$ cat src/rtl/core/piecewise_linear_eval_macros.svh
// Assertion macros for the piecewise linear evaluator.
// Used by the top level; relies on clk and rst_n in the including scope.
`ifndef PIECEWISE_LINEAR_EVAL_MACROS_SVH
`define PIECEWISE_LINEAR_EVAL_MACROS_SVH

// Consequent must hold in the same cycle as the antecedent.
`define PWL_ASSERT_SAME(lbl, ante, cons, msg) \
  lbl: assert property (@(posedge clk) disable iff (!rst_n) (ante) |-> (cons)) else $error(msg);

// Consequent must hold in the cycle after the antecedent.
`define PWL_ASSERT_NEXT(lbl, ante, cons, msg) \
  lbl: assert property (@(posedge clk) disable iff (!rst_n) (ante) |=> (cons)) else $error(msg);

`endif

$ cat src/rtl/core/pwl_pkg.sv
// Shared constants and types for the piecewise linear evaluator.
// No dependencies; used by pwl_table, pwl_divu and piecewise_linear_eval.
package pwl_pkg;

  localparam int MAX_POINTS_DEF = 16;
  localparam int COORD_BITS_DEF = 16;

  localparam int QUERY_W     = 32;
  localparam int ENTRY_W     = 16;
  localparam int ENTRY_IDX_W = 4;
  localparam int COUNT_W     = 5;
  localparam int VALUE_W     = 16;
  localparam int MIN_POINTS  = 2;
  localparam int VALUE_MAX   = 32767;
  localparam int VALUE_MIN   = -32768;

  localparam logic OP_WRITE = 1'b0;
  localparam logic OP_EVAL  = 1'b1;

  typedef struct packed {
    logic wr_en;
    logic rd_en;
  } tbl_ctl_t;

  typedef struct packed {
    logic busy;
    logic done;
  } div_stat_t;

endpackage

$ cat src/rtl/core/pwl_table.sv
// Breakpoint table: one write port, one read port with registered read data.
// Depends on pwl_pkg for the control struct.
module pwl_table #(
  parameter int MAX_POINTS = pwl_pkg::MAX_POINTS_DEF,
  parameter int COORD_BITS = pwl_pkg::COORD_BITS_DEF,
  localparam int IDX_W = $clog2(MAX_POINTS)
) (
  input  logic                         clk,
  input  pwl_pkg::tbl_ctl_t            ctl,
  input  logic [IDX_W-1:0]             waddr,
  input  logic signed [COORD_BITS-1:0] wdata_x,
  input  logic signed [COORD_BITS-1:0] wdata_y,
  input  logic [IDX_W-1:0]             raddr,
  output logic signed [COORD_BITS-1:0] rdata_x,
  output logic signed [COORD_BITS-1:0] rdata_y
);

  logic [2*COORD_BITS-1:0] mem [MAX_POINTS];
  logic [2*COORD_BITS-1:0] rdata_r;

  always_ff @(posedge clk) begin
    if (ctl.wr_en) begin
      mem[waddr] <= {wdata_x, wdata_y};
    end
    if (ctl.rd_en) begin
      rdata_r <= mem[raddr];
    end
  end

  assign rdata_x = $signed(rdata_r[2*COORD_BITS-1:COORD_BITS]);
  assign rdata_y = $signed(rdata_r[COORD_BITS-1:0]);

endmodule

$ cat src/rtl/core/pwl_divu.sv
// Unsigned restoring divider, one quotient bit per cycle.
// Depends on pwl_pkg for the status struct; shared by wrap and interpolation.
module pwl_divu #(
  parameter int DIVIDEND_W = 34,
  parameter int DIVISOR_W  = 17
) (
  input  logic                  clk,
  input  logic                  rst_n,
  input  logic                  start,
  input  logic [DIVIDEND_W-1:0] dividend,
  input  logic [DIVISOR_W-1:0]  divisor,
  output pwl_pkg::div_stat_t    stat,
  output logic [DIVIDEND_W-1:0] quotient,
  output logic [DIVISOR_W-1:0]  remainder
);

  localparam int CNT_W = $clog2(DIVIDEND_W+1);

  logic                  busy_r, busy_nxt;
  logic                  done_r, done_nxt;
  logic [CNT_W-1:0]      cnt_r, cnt_nxt;
  logic [DIVIDEND_W-1:0] quo_r, quo_nxt;
  logic [DIVISOR_W-1:0]  rem_r, rem_nxt;
  logic [DIVISOR_W-1:0]  dvs_r, dvs_nxt;
  logic [DIVISOR_W:0]    trial;
  logic [DIVISOR_W:0]    trial_sub;
  logic                  fits;

  always_comb begin
    trial     = {rem_r, quo_r[DIVIDEND_W-1]};
    trial_sub = trial - {1'b0, dvs_r};
    fits      = (trial >= {1'b0, dvs_r});

    busy_nxt = busy_r;
    done_nxt = 1'b0;
    cnt_nxt  = cnt_r;
    quo_nxt  = quo_r;
    rem_nxt  = rem_r;
    dvs_nxt  = dvs_r;

    if (start) begin
      busy_nxt = 1'b1;
      cnt_nxt  = CNT_W'(DIVIDEND_W);
      quo_nxt  = dividend;
      rem_nxt  = '0;
      dvs_nxt  = divisor;
    end else if (busy_r) begin
      rem_nxt = fits ? trial_sub[DIVISOR_W-1:0] : trial[DIVISOR_W-1:0];
      quo_nxt = {quo_r[DIVIDEND_W-2:0], fits};
      cnt_nxt = cnt_r - CNT_W'(1);
      if (cnt_r == CNT_W'(1)) begin
        busy_nxt = 1'b0;
        done_nxt = 1'b1;
      end
    end
  end

  always_ff @(posedge clk) begin
    if (!rst_n) begin
      busy_r <= 1'b0;
      done_r <= 1'b0;
      cnt_r  <= '0;
    end else begin
      busy_r <= busy_nxt;
      done_r <= done_nxt;
      cnt_r  <= cnt_nxt;
    end
    quo_r <= quo_nxt;
    rem_r <= rem_nxt;
    dvs_r <= dvs_nxt;
  end

  assign stat.busy = busy_r;
  assign stat.done = done_r;
  assign quotient  = quo_r;
  assign remainder = rem_r;

endmodule

$ cat src/rtl/core/piecewise_linear_eval.sv
// Write item: no result. Evaluate with fewer than two points: result in the next cycle.
// Evaluate otherwise: two table reads, a wrap divide when the query leaves the domain
// and the span is positive, a forward then a backward table scan, a multiply, then a divide;
// an exact match ends the scan early and equal bracket x skips the divide. One item at a time.
// Reset clears control and point_count; table contents are undefined until written.
`include "piecewise_linear_eval_macros.svh"

module piecewise_linear_eval #(
  parameter int MAX_POINTS = pwl_pkg::MAX_POINTS_DEF,
  parameter int COORD_BITS = pwl_pkg::COORD_BITS_DEF
) (
  input  logic                                     clk,
  input  logic                                     rst_n,
  input  logic                                     start,
  output logic                                     busy,
  input  logic                                     in_opcode,
  input  logic [pwl_pkg::ENTRY_IDX_W-1:0]          in_entry_index,
  input  logic signed [pwl_pkg::ENTRY_W-1:0]       in_entry_x,
  input  logic signed [pwl_pkg::ENTRY_W-1:0]       in_entry_y,
  input  logic signed [pwl_pkg::QUERY_W-1:0]       in_query_x,
  output logic                                     out_valid,
  output logic signed [pwl_pkg::VALUE_W-1:0]       out_value,
  output logic                                     out_too_few_points,
  input  logic                                     cfg_valid,
  output logic                                     cfg_ready,
  input  logic [pwl_pkg::COUNT_W-1:0]              cfg_point_count
);

  localparam int IDX_W  = $clog2(MAX_POINTS);
  localparam int NUM_W  = $clog2(MAX_POINTS+1);
  localparam int SPAN_W = COORD_BITS+1;
  localparam int D_W    = pwl_pkg::QUERY_W+1;
  localparam int P_W    = 2*SPAN_W;
  localparam int SUM_W  = P_W+1;
  localparam int DIV_W  = (P_W > D_W) ? P_W : D_W;

  typedef enum logic [3:0] {
    S_IDLE,
    S_RD_FIRST,
    S_CHK_WRAP,
    S_MOD_WAIT,
    S_FWD,
    S_BWD,
    S_MUL,
    S_DIV_START,
    S_DIV_WAIT
  } state_t;

  state_t                              state_r, state_nxt;
  logic [pwl_pkg::COUNT_W-1:0]         point_count_r, point_count_nxt;
  logic signed [pwl_pkg::QUERY_W-1:0]  qx_r, qx_nxt;
  logic signed [COORD_BITS-1:0]        ax_r, ax_nxt, ay_r, ay_nxt;
  logic signed [COORD_BITS-1:0]        bx_r, bx_nxt, by_r, by_nxt;
  logic signed [COORD_BITS-1:0]        xe_r, xe_nxt;
  logic                                neg_r, neg_nxt;
  logic [IDX_W-1:0]                    iidx_r, iidx_nxt;
  logic                                idone_r, idone_nxt;
  logic                                rd_vld_r, rd_vld_nxt;
  logic                                rd_last_r, rd_last_nxt;
  logic signed [P_W-1:0]               prod_r, prod_nxt;
  logic                                out_valid_r, out_valid_nxt;
  logic signed [pwl_pkg::VALUE_W-1:0]  out_value_r, out_value_nxt;
  logic                                out_few_r, out_few_nxt;

  pwl_pkg::tbl_ctl_t            tbl_ctl;
  logic [IDX_W-1:0]             tbl_raddr;
  logic signed [COORD_BITS-1:0] rd_x, rd_y;

  pwl_pkg::div_stat_t div_stat;
  logic               div_start;
  logic [DIV_W-1:0]   div_dividend;
  logic [SPAN_W-1:0]  div_divisor;
  logic [DIV_W-1:0]   div_quo;
  logic [SPAN_W-1:0]  div_rem;

  logic [NUM_W-1:0]             n_eff;
  logic                         few;
  logic [IDX_W-1:0]             last_idx, prev_idx;
  logic signed [D_W-1:0]        q_ext, fx_ext, lx_ext, diff;
  logic [D_W-1:0]               diff_mag;
  logic signed [SPAN_W-1:0]     span_c, dy, dxq, den;
  logic                         need_wrap, span_pos;
  logic [SPAN_W-1:0]            rem_fix, den_mag;
  logic signed [SPAN_W:0]       xe_sum;
  logic signed [P_W-1:0]        prod_c;
  logic [P_W-1:0]               prod_mag;
  logic signed [SUM_W-1:0]      quo_s, sum;
  logic                         wr_accept;

  function automatic logic signed [pwl_pkg::VALUE_W-1:0] sat16(
    input logic signed [SUM_W-1:0] v
  );
    if (v > SUM_W'(pwl_pkg::VALUE_MAX)) begin
      return pwl_pkg::VALUE_W'(pwl_pkg::VALUE_MAX);
    end else if (v < SUM_W'(pwl_pkg::VALUE_MIN)) begin
      return pwl_pkg::VALUE_W'(pwl_pkg::VALUE_MIN);
    end
    return v[pwl_pkg::VALUE_W-1:0];
  endfunction

  pwl_table #(
    .MAX_POINTS(MAX_POINTS),
    .COORD_BITS(COORD_BITS)
  ) u_table (
    .clk     (clk),
    .ctl     (tbl_ctl),
    .waddr   (IDX_W'(in_entry_index)),
    .wdata_x ($signed(COORD_BITS'($unsigned(in_entry_x)))),
    .wdata_y ($signed(COORD_BITS'($unsigned(in_entry_y)))),
    .raddr   (tbl_raddr),
    .rdata_x (rd_x),
    .rdata_y (rd_y)
  );

  pwl_divu #(
    .DIVIDEND_W(DIV_W),
    .DIVISOR_W (SPAN_W)
  ) u_divu (
    .clk       (clk),
    .rst_n     (rst_n),
    .start     (div_start),
    .dividend  (div_dividend),
    .divisor   (div_divisor),
    .stat      (div_stat),
    .quotient  (div_quo),
    .remainder (div_rem)
  );

  // Datapath helpers
  always_comb begin
    n_eff    = (int'(point_count_r) > MAX_POINTS) ? NUM_W'(MAX_POINTS)
                                                  : NUM_W'(point_count_r);
    few      = (n_eff < NUM_W'(pwl_pkg::MIN_POINTS));
    last_idx = IDX_W'(n_eff - NUM_W'(1));
    prev_idx = IDX_W'(n_eff - NUM_W'(2));

    // rd_x holds the last point's x while in S_CHK_WRAP
    q_ext     = D_W'(qx_r);
    fx_ext    = D_W'(bx_r);
    lx_ext    = D_W'(rd_x);
    diff      = q_ext - fx_ext;
    diff_mag  = diff[D_W-1] ? $unsigned(-diff) : $unsigned(diff);
    span_c    = SPAN_W'(rd_x) - SPAN_W'(bx_r);
    need_wrap = (q_ext > lx_ext) || (q_ext < fx_ext);
    span_pos  = !span_c[SPAN_W-1] && (span_c != '0);

    // floored modulo: fold a negative offset back from the span
    den     = SPAN_W'(ax_r) - SPAN_W'(bx_r);
    rem_fix = (neg_r && (div_rem != '0)) ? ($unsigned(den) - div_rem) : div_rem;
    xe_sum  = (SPAN_W+1)'(bx_r) + $signed({1'b0, rem_fix});

    dy     = SPAN_W'(ay_r) - SPAN_W'(by_r);
    dxq    = SPAN_W'(xe_r) - SPAN_W'(bx_r);
    prod_c = P_W'(dy) * P_W'(dxq);

    den_mag  = den[SPAN_W-1] ? $unsigned(-den) : $unsigned(den);
    prod_mag = prod_r[P_W-1] ? $unsigned(-prod_r) : $unsigned(prod_r);

    quo_s = $signed({1'b0, div_quo[P_W-1:0]});
    sum   = SUM_W'(by_r) + (neg_r ? -quo_s : quo_s);

    div_start    = ((state_r == S_CHK_WRAP) && need_wrap && span_pos)
                   || (state_r == S_DIV_START);
    div_dividend = (state_r == S_DIV_START) ? DIV_W'(prod_mag) : DIV_W'(diff_mag);
    div_divisor  = (state_r == S_DIV_START) ? den_mag : $unsigned(span_c);
  end

  // Control
  always_comb begin
    state_nxt       = state_r;
    point_count_nxt = point_count_r;
    qx_nxt          = qx_r;
    ax_nxt          = ax_r;
    ay_nxt          = ay_r;
    bx_nxt          = bx_r;
    by_nxt          = by_r;
    xe_nxt          = xe_r;
    neg_nxt         = neg_r;
    iidx_nxt        = iidx_r;
    idone_nxt       = idone_r;
    rd_vld_nxt      = 1'b0;
    rd_last_nxt     = rd_last_r;
    prod_nxt        = prod_r;
    out_valid_nxt   = 1'b0;
    out_value_nxt   = out_value_r;
    out_few_nxt     = out_few_r;
    tbl_ctl.wr_en   = 1'b0;
    tbl_ctl.rd_en   = 1'b0;
    tbl_raddr       = iidx_r;

    if (cfg_valid && cfg_ready) begin
      point_count_nxt = cfg_point_count;
    end

    case (state_r)
      S_IDLE: begin
        if (start) begin
          if (in_opcode == pwl_pkg::OP_WRITE) begin
            // drop writes beyond the table
            tbl_ctl.wr_en = (int'(in_entry_index) < MAX_POINTS);
          end else begin
            qx_nxt = in_query_x;
            if (few) begin
              out_valid_nxt = 1'b1;
              out_value_nxt = '0;
              out_few_nxt   = 1'b1;
            end else begin
              tbl_ctl.rd_en = 1'b1;
              tbl_raddr     = '0;
              state_nxt     = S_RD_FIRST;
            end
          end
        end
      end
      S_RD_FIRST: begin
        bx_nxt        = rd_x;
        by_nxt        = rd_y;
        tbl_ctl.rd_en = 1'b1;
        tbl_raddr     = last_idx;
        state_nxt     = S_CHK_WRAP;
      end
      S_CHK_WRAP: begin
        ax_nxt    = rd_x;
        ay_nxt    = rd_y;
        neg_nxt   = diff[D_W-1];
        iidx_nxt  = IDX_W'(1);
        idone_nxt = 1'b0;
        if (need_wrap) begin
          if (span_pos) begin
            state_nxt = S_MOD_WAIT;
          end else begin
            xe_nxt    = bx_r;
            state_nxt = S_FWD;
          end
        end else begin
          xe_nxt    = COORD_BITS'(qx_r);
          state_nxt = S_FWD;
        end
      end
      S_MOD_WAIT: begin
        if (div_stat.done) begin
          xe_nxt    = COORD_BITS'(xe_sum);
          state_nxt = S_FWD;
        end
      end
      S_FWD: begin
        if (!idone_r) begin
          tbl_ctl.rd_en = 1'b1;
          rd_vld_nxt    = 1'b1;
          rd_last_nxt   = (iidx_r == last_idx);
          idone_nxt     = (iidx_r == last_idx);
          iidx_nxt      = iidx_r + IDX_W'(1);
        end
        if (rd_vld_r) begin
          if (rd_x == xe_r) begin
            out_valid_nxt = 1'b1;
            out_value_nxt = sat16(SUM_W'(rd_y));
            out_few_nxt   = 1'b0;
            rd_vld_nxt    = 1'b0;
            state_nxt     = S_IDLE;
          end else if ((rd_x > xe_r) || rd_last_r) begin
            if (rd_x > xe_r) begin
              ax_nxt = rd_x;
              ay_nxt = rd_y;
            end
            // discard the read in flight and restart downward from the second-to-last point
            rd_vld_nxt = 1'b0;
            iidx_nxt   = prev_idx;
            idone_nxt  = 1'b0;
            state_nxt  = S_BWD;
          end
        end
      end
      S_BWD: begin
        if (!idone_r) begin
          tbl_ctl.rd_en = 1'b1;
          rd_vld_nxt    = 1'b1;
          rd_last_nxt   = (iidx_r == '0);
          idone_nxt     = (iidx_r == '0);
          iidx_nxt      = iidx_r - IDX_W'(1);
        end
        if (rd_vld_r) begin
          if (rd_x == xe_r) begin
            out_valid_nxt = 1'b1;
            out_value_nxt = sat16(SUM_W'(rd_y));
            out_few_nxt   = 1'b0;
            rd_vld_nxt    = 1'b0;
            state_nxt     = S_IDLE;
          end else if ((rd_x < xe_r) || rd_last_r) begin
            if (rd_x < xe_r) begin
              bx_nxt = rd_x;
              by_nxt = rd_y;
            end
            rd_vld_nxt = 1'b0;
            state_nxt  = S_MUL;
          end
        end
      end
      S_MUL: begin
        if (ax_r == bx_r) begin
          out_valid_nxt = 1'b1;
          out_value_nxt = sat16(SUM_W'(by_r));
          out_few_nxt   = 1'b0;
          state_nxt     = S_IDLE;
        end else begin
          prod_nxt  = prod_c;
          state_nxt = S_DIV_START;
        end
      end
      S_DIV_START: begin
        neg_nxt   = prod_r[P_W-1] ^ den[SPAN_W-1];
        state_nxt = S_DIV_WAIT;
      end
      S_DIV_WAIT: begin
        if (div_stat.done) begin
          out_valid_nxt = 1'b1;
          out_value_nxt = sat16(sum);
          out_few_nxt   = 1'b0;
          state_nxt     = S_IDLE;
        end
      end
      default: begin
        state_nxt = S_IDLE;
      end
    endcase
  end

  always_ff @(posedge clk) begin
    if (!rst_n) begin
      state_r       <= S_IDLE;
      point_count_r <= '0;
      idone_r       <= 1'b0;
      rd_vld_r      <= 1'b0;
      out_valid_r   <= 1'b0;
    end else begin
      state_r       <= state_nxt;
      point_count_r <= point_count_nxt;
      idone_r       <= idone_nxt;
      rd_vld_r      <= rd_vld_nxt;
      out_valid_r   <= out_valid_nxt;
    end
    qx_r        <= qx_nxt;
    ax_r        <= ax_nxt;
    ay_r        <= ay_nxt;
    bx_r        <= bx_nxt;
    by_r        <= by_nxt;
    xe_r        <= xe_nxt;
    neg_r       <= neg_nxt;
    iidx_r      <= iidx_nxt;
    rd_last_r   <= rd_last_nxt;
    prod_r      <= prod_nxt;
    out_value_r <= out_value_nxt;
    out_few_r   <= out_few_nxt;
  end

  assign busy               = (state_r != S_IDLE);
  assign cfg_ready          = !busy;
  assign out_valid          = out_valid_r;
  assign out_value          = out_value_r;
  assign out_too_few_points = out_few_r;
  assign wr_accept          = start && !busy && (in_opcode == pwl_pkg::OP_WRITE);

  `PWL_ASSERT_SAME(a_div_start_idle, div_start, !div_stat.busy, "divider restarted while busy")
  `PWL_ASSERT_NEXT(a_write_no_result, wr_accept, !out_valid, "write item produced a result")
  `PWL_ASSERT_SAME(a_done_gives_result, $fell(busy), out_valid, "evaluation gave no result")

endmodule
$ cat config.mk
export PLATFORM = sky130hd
export DESIGN_NAME = piecewise_linear_eval
export DESIGN_NICKNAME = d
export VERILOG_FILES = /design/src/rtl/core/pwl_pkg.sv /design/src/rtl/core/pwl_table.sv /design/src/rtl/core/pwl_divu.sv /design/src/rtl/core/piecewise_linear_eval.sv
export VERILOG_INCLUDE_DIRS = /design/src /design/src/rtl/core
export SDC_FILE = /design/constraint.sdc
export NUM_CORES = 2
export LEC_CHECK = 0
export ABC_AREA = 1
export BUFFER_PORTS_ARGS = -buffer_cell sky130_fd_sc_hd__buf_2
export CORE_ASPECT_RATIO = 1.75
export CORE_UTILIZATION = 45
export DETAILED_ROUTE_END_ITERATION = 8
export GPL_TIMING_DRIVEN = 0
export PLACE_DENSITY = 0.72
export SLEW_MARGIN = 20
export SYNTH_ARGS = -nofsm -noshare
export SYNTH_HDL_FRONTEND = slang
export SYNTH_SLANG_ARGS = --single-unit
$ cat constraint.sdc
create_clock -name clk -period 22.7 [get_ports clk]
set_clock_uncertainty 0.15 [all_clocks]
set_input_delay 2.27 -clock clk [delete_from_list [all_inputs] [get_ports clk]]
set_output_delay 2.27 -clock clk [all_outputs]
set_load 0.005 [all_outputs]
==> flow_summary.yaml <==
grt:
  grt_pass1_wl_um: 285000
  antenna_found_initial: 13
  grt_max_degree: 34
  grt_overflow: 0
  grt_pass1_vias: 48800
  grtUsageTotal: 0.295
min_path:
  hold_path_depth: 2
  hold_class: "reg2reg"
synthesis:
  synthFlopType: "edfxtp_1"
  synth_compound_gate_area_share: 0.107
  synth_xor_area_frac: 0.0298
  yosys-top-cells-area: "edfxtp_1 40%, fa_1 11%, nand2_1 8.5%, inv_1 7.8%, ha_1 6.9%"
  synthAdderAreaFrac: 0.175
  synthCells: 6615
  synth_mux_area_frac: 0.000347
  syn_area_per_cell_um2: 8.72
  syn_area_um2: 57700
  yosysWarnings: 0
  syn_nets: 7318
  yosysSeqAreaShare: 0.411
  yosysTopAreaCellShare: 0.398
  synth_top_area_cell: "edfxtp_1"
  ys_seq_elements: 801
  synth-simple-area-share: 0.183
  synthArstFlopShare: 0
  synth_cell_types: 71
  synth_top_family_by_area: "simple AND/OR/NAND/NOR gates"
  synth_edf_count: 764
job:
  max_cap_viol_count: 0
sta:
  timing.final.crit_share: 0.433
  setup_violations: 0
  fin_tns_setup_ns: 0
  worst_slew_pin_slew_ns: 1.28
  rsz0062_at_grt: "no"
  relSlewSlack: 0.148
  drv_slew: 0
  hold_violations: 0
  timing.fmax_mhz: 102
  min_period_ns: 9.83
die:
  die_h_um: 476
  ioPinCount: 98
  core-area_um2: 127000
  dieArea_um2: 130000
  start_util: 0.454
  die_width_um: 273
  row_count: 173
layout:
  final_common_cell: "nand2_1"
  postLayoutCellArea_um2: 63900
  drive_gt1_frac: 0.0628
  nets: 7532
  area_growth_pct: 10.8
  layout.cells.non_filler: 8559
  final_cell_mix: "1306 x nand2_1, 1205 x inv_1, 764 x edfxtp_1"
clocking:
  cts_buffers: 79
  cts_root_buffer: "clkbuf_16"
  clkTransAtPathRegs_ns: 0.07
  cts.hold.buffers_added: 0
  cts.repair.resized: 0
  cts_sinks: 801
  cts_tree: "yes"
  clk_latency_ns: 0.71
  post_cts.repair.setup_buffers: 0
  cts_max_level: 3
  clockBufferDepth: 3
placement:
  dp_hpwl_um: 150000
  placedInstanceArea_um2: 61300
  placedCellCount: 8410
  gp_congestion: 1.01
  port_buffers: 96
critical_path:
  end_kind: "flip-flop"
  cp_common_cell: "inv_1"
  crit_path_start_kind: "flip-flop"
  worstPathArrival_ns: 10.12
  path_max_fanout: 10
  cp.required_ns: 22.98
  r2r_cells: 31
  critPathMaxStageDelay_ns: 0.82
  cp_slowest_cell: "fa_1"
  critPathKind: "reg2reg"
route:
  wirelength_um: 192000
  drc_errors: 0
  drt-initial-drc-count: 4276
  avgViaCountPerCell: 5.60
  dr.pass1.iters: 7
  postRouteAntennaNets: 0
  vias: 47900
  wl_per_cell_um: 22.4
outcome:
  outcome: "complete, no violations"
-- stage by stage --
| stage | util | hold slack (ns) | setup WS, ns |
|---|---|---|---|
| floorplan | - | 0.291 | 14.95 |
| global placement | 0.474 | 0.311 | 12.40 |
| detailed placement | 0.482 | 0.329 | 13.02 |
| CTS | 0.503 | 0.341 | 13.02 |
| global route | 0.503 | 0.369 | 12.46 |
| finish | 0.503 | 0.347 | 12.87 |
-- Yosys cell counts, drive strengths merged (24+ instances only) --
master  number
nor2       539
o211ai     137
edfxtp     764
o21ai      403
nor3        73
a21oi      441
ha         319
xor2       126
nand4       59
clkbuf     127
fa         306
buf         57
nand2     1329
inv       1216
nand3      419
or2         24
dfxtp       37
xnor2       69
-- cells by family (layout without fill, tap and decap cells) --
group,Yosys count,after routing
DFF,801,801
xor gates and xnor gates,195,195
buffers and inverters,1408,1688
adders and majority gates,625,625
other,0,2
and+or+nand+nor,2486,2486
AOI/OAI and AO/OA,1098,1098
muxes,2,2
-- cell type report --
| cell class | count | area [µm²] |
|---|---|---|
| fill | 11700 | 63200 |
| multi-input combinational | 4406 | 28800 |
| sequential | 801 | 23700 |
| inverter | 1224 | 4600 |
| tap | 1662 | 2080 |
| clock buffer | 89 | 2030 |
| timing repair buffer | 133 | 1330 |
| buffer | 184 | 803 |
| clock inverter | 58 | 563 |
| antenna | 2 | 5.00 |
-- worst paths after layout --
check / from / endpoint / slack, ns
worst max-delay path: bx_r[1] / prod_r[33] / 12.87
worst min-delay path: point_count_r[0] / point_count_r[0] / 0.35
worst max register to register: bx_r[1] / prod_r[33] / 12.87
worst min register to register: point_count_r[0] / point_count_r[0] / 0.35
-- registers in the layout (all words and copies together) (netlist names), 4 cells and up --
register / cells
ax_r: 16
ay_r: 16
bx_r: 16
by_r: 16
iidx_r: 4
out_value: 16
point_count_r: 5
prod_r: 34
qx_r: 32
state_r: 4
u_divu.cnt_r: 6
u_divu.dvs_r: 17
u_divu.quotient: 34
u_divu.remainder: 17
u_table.mem: 512
u_table.rdata_r: 32
xe_r: 16
-- critical path: cells and delay by family (launching register included) --
kind	cells	cell delay, ns
adder cells (fa/ha/maj)	8	4.29
buffers and inverters	8	1.68
AND/OR/NAND/NOR	9	1.64
AO/OA/AOI/OAI	5	1.03
flip-flops	1	0.59
XOR/XNOR	1	0.19
-- layer usage --
layer / part of all wire / GRT usage / wire length (µm)
met5: 0.00065 / 0 / 124
met4: 0.089 / 0.235 / 17000
met1: 0.34 / 0.300 / 64500
met3: 0.068 / 0.0481 / 13100
met2: 0.51 / 0.532 / 96800
Power is left out: the tool's default activity adds up to more than one toggle a clock period on the data nets, which glitch-free logic cannot reach.
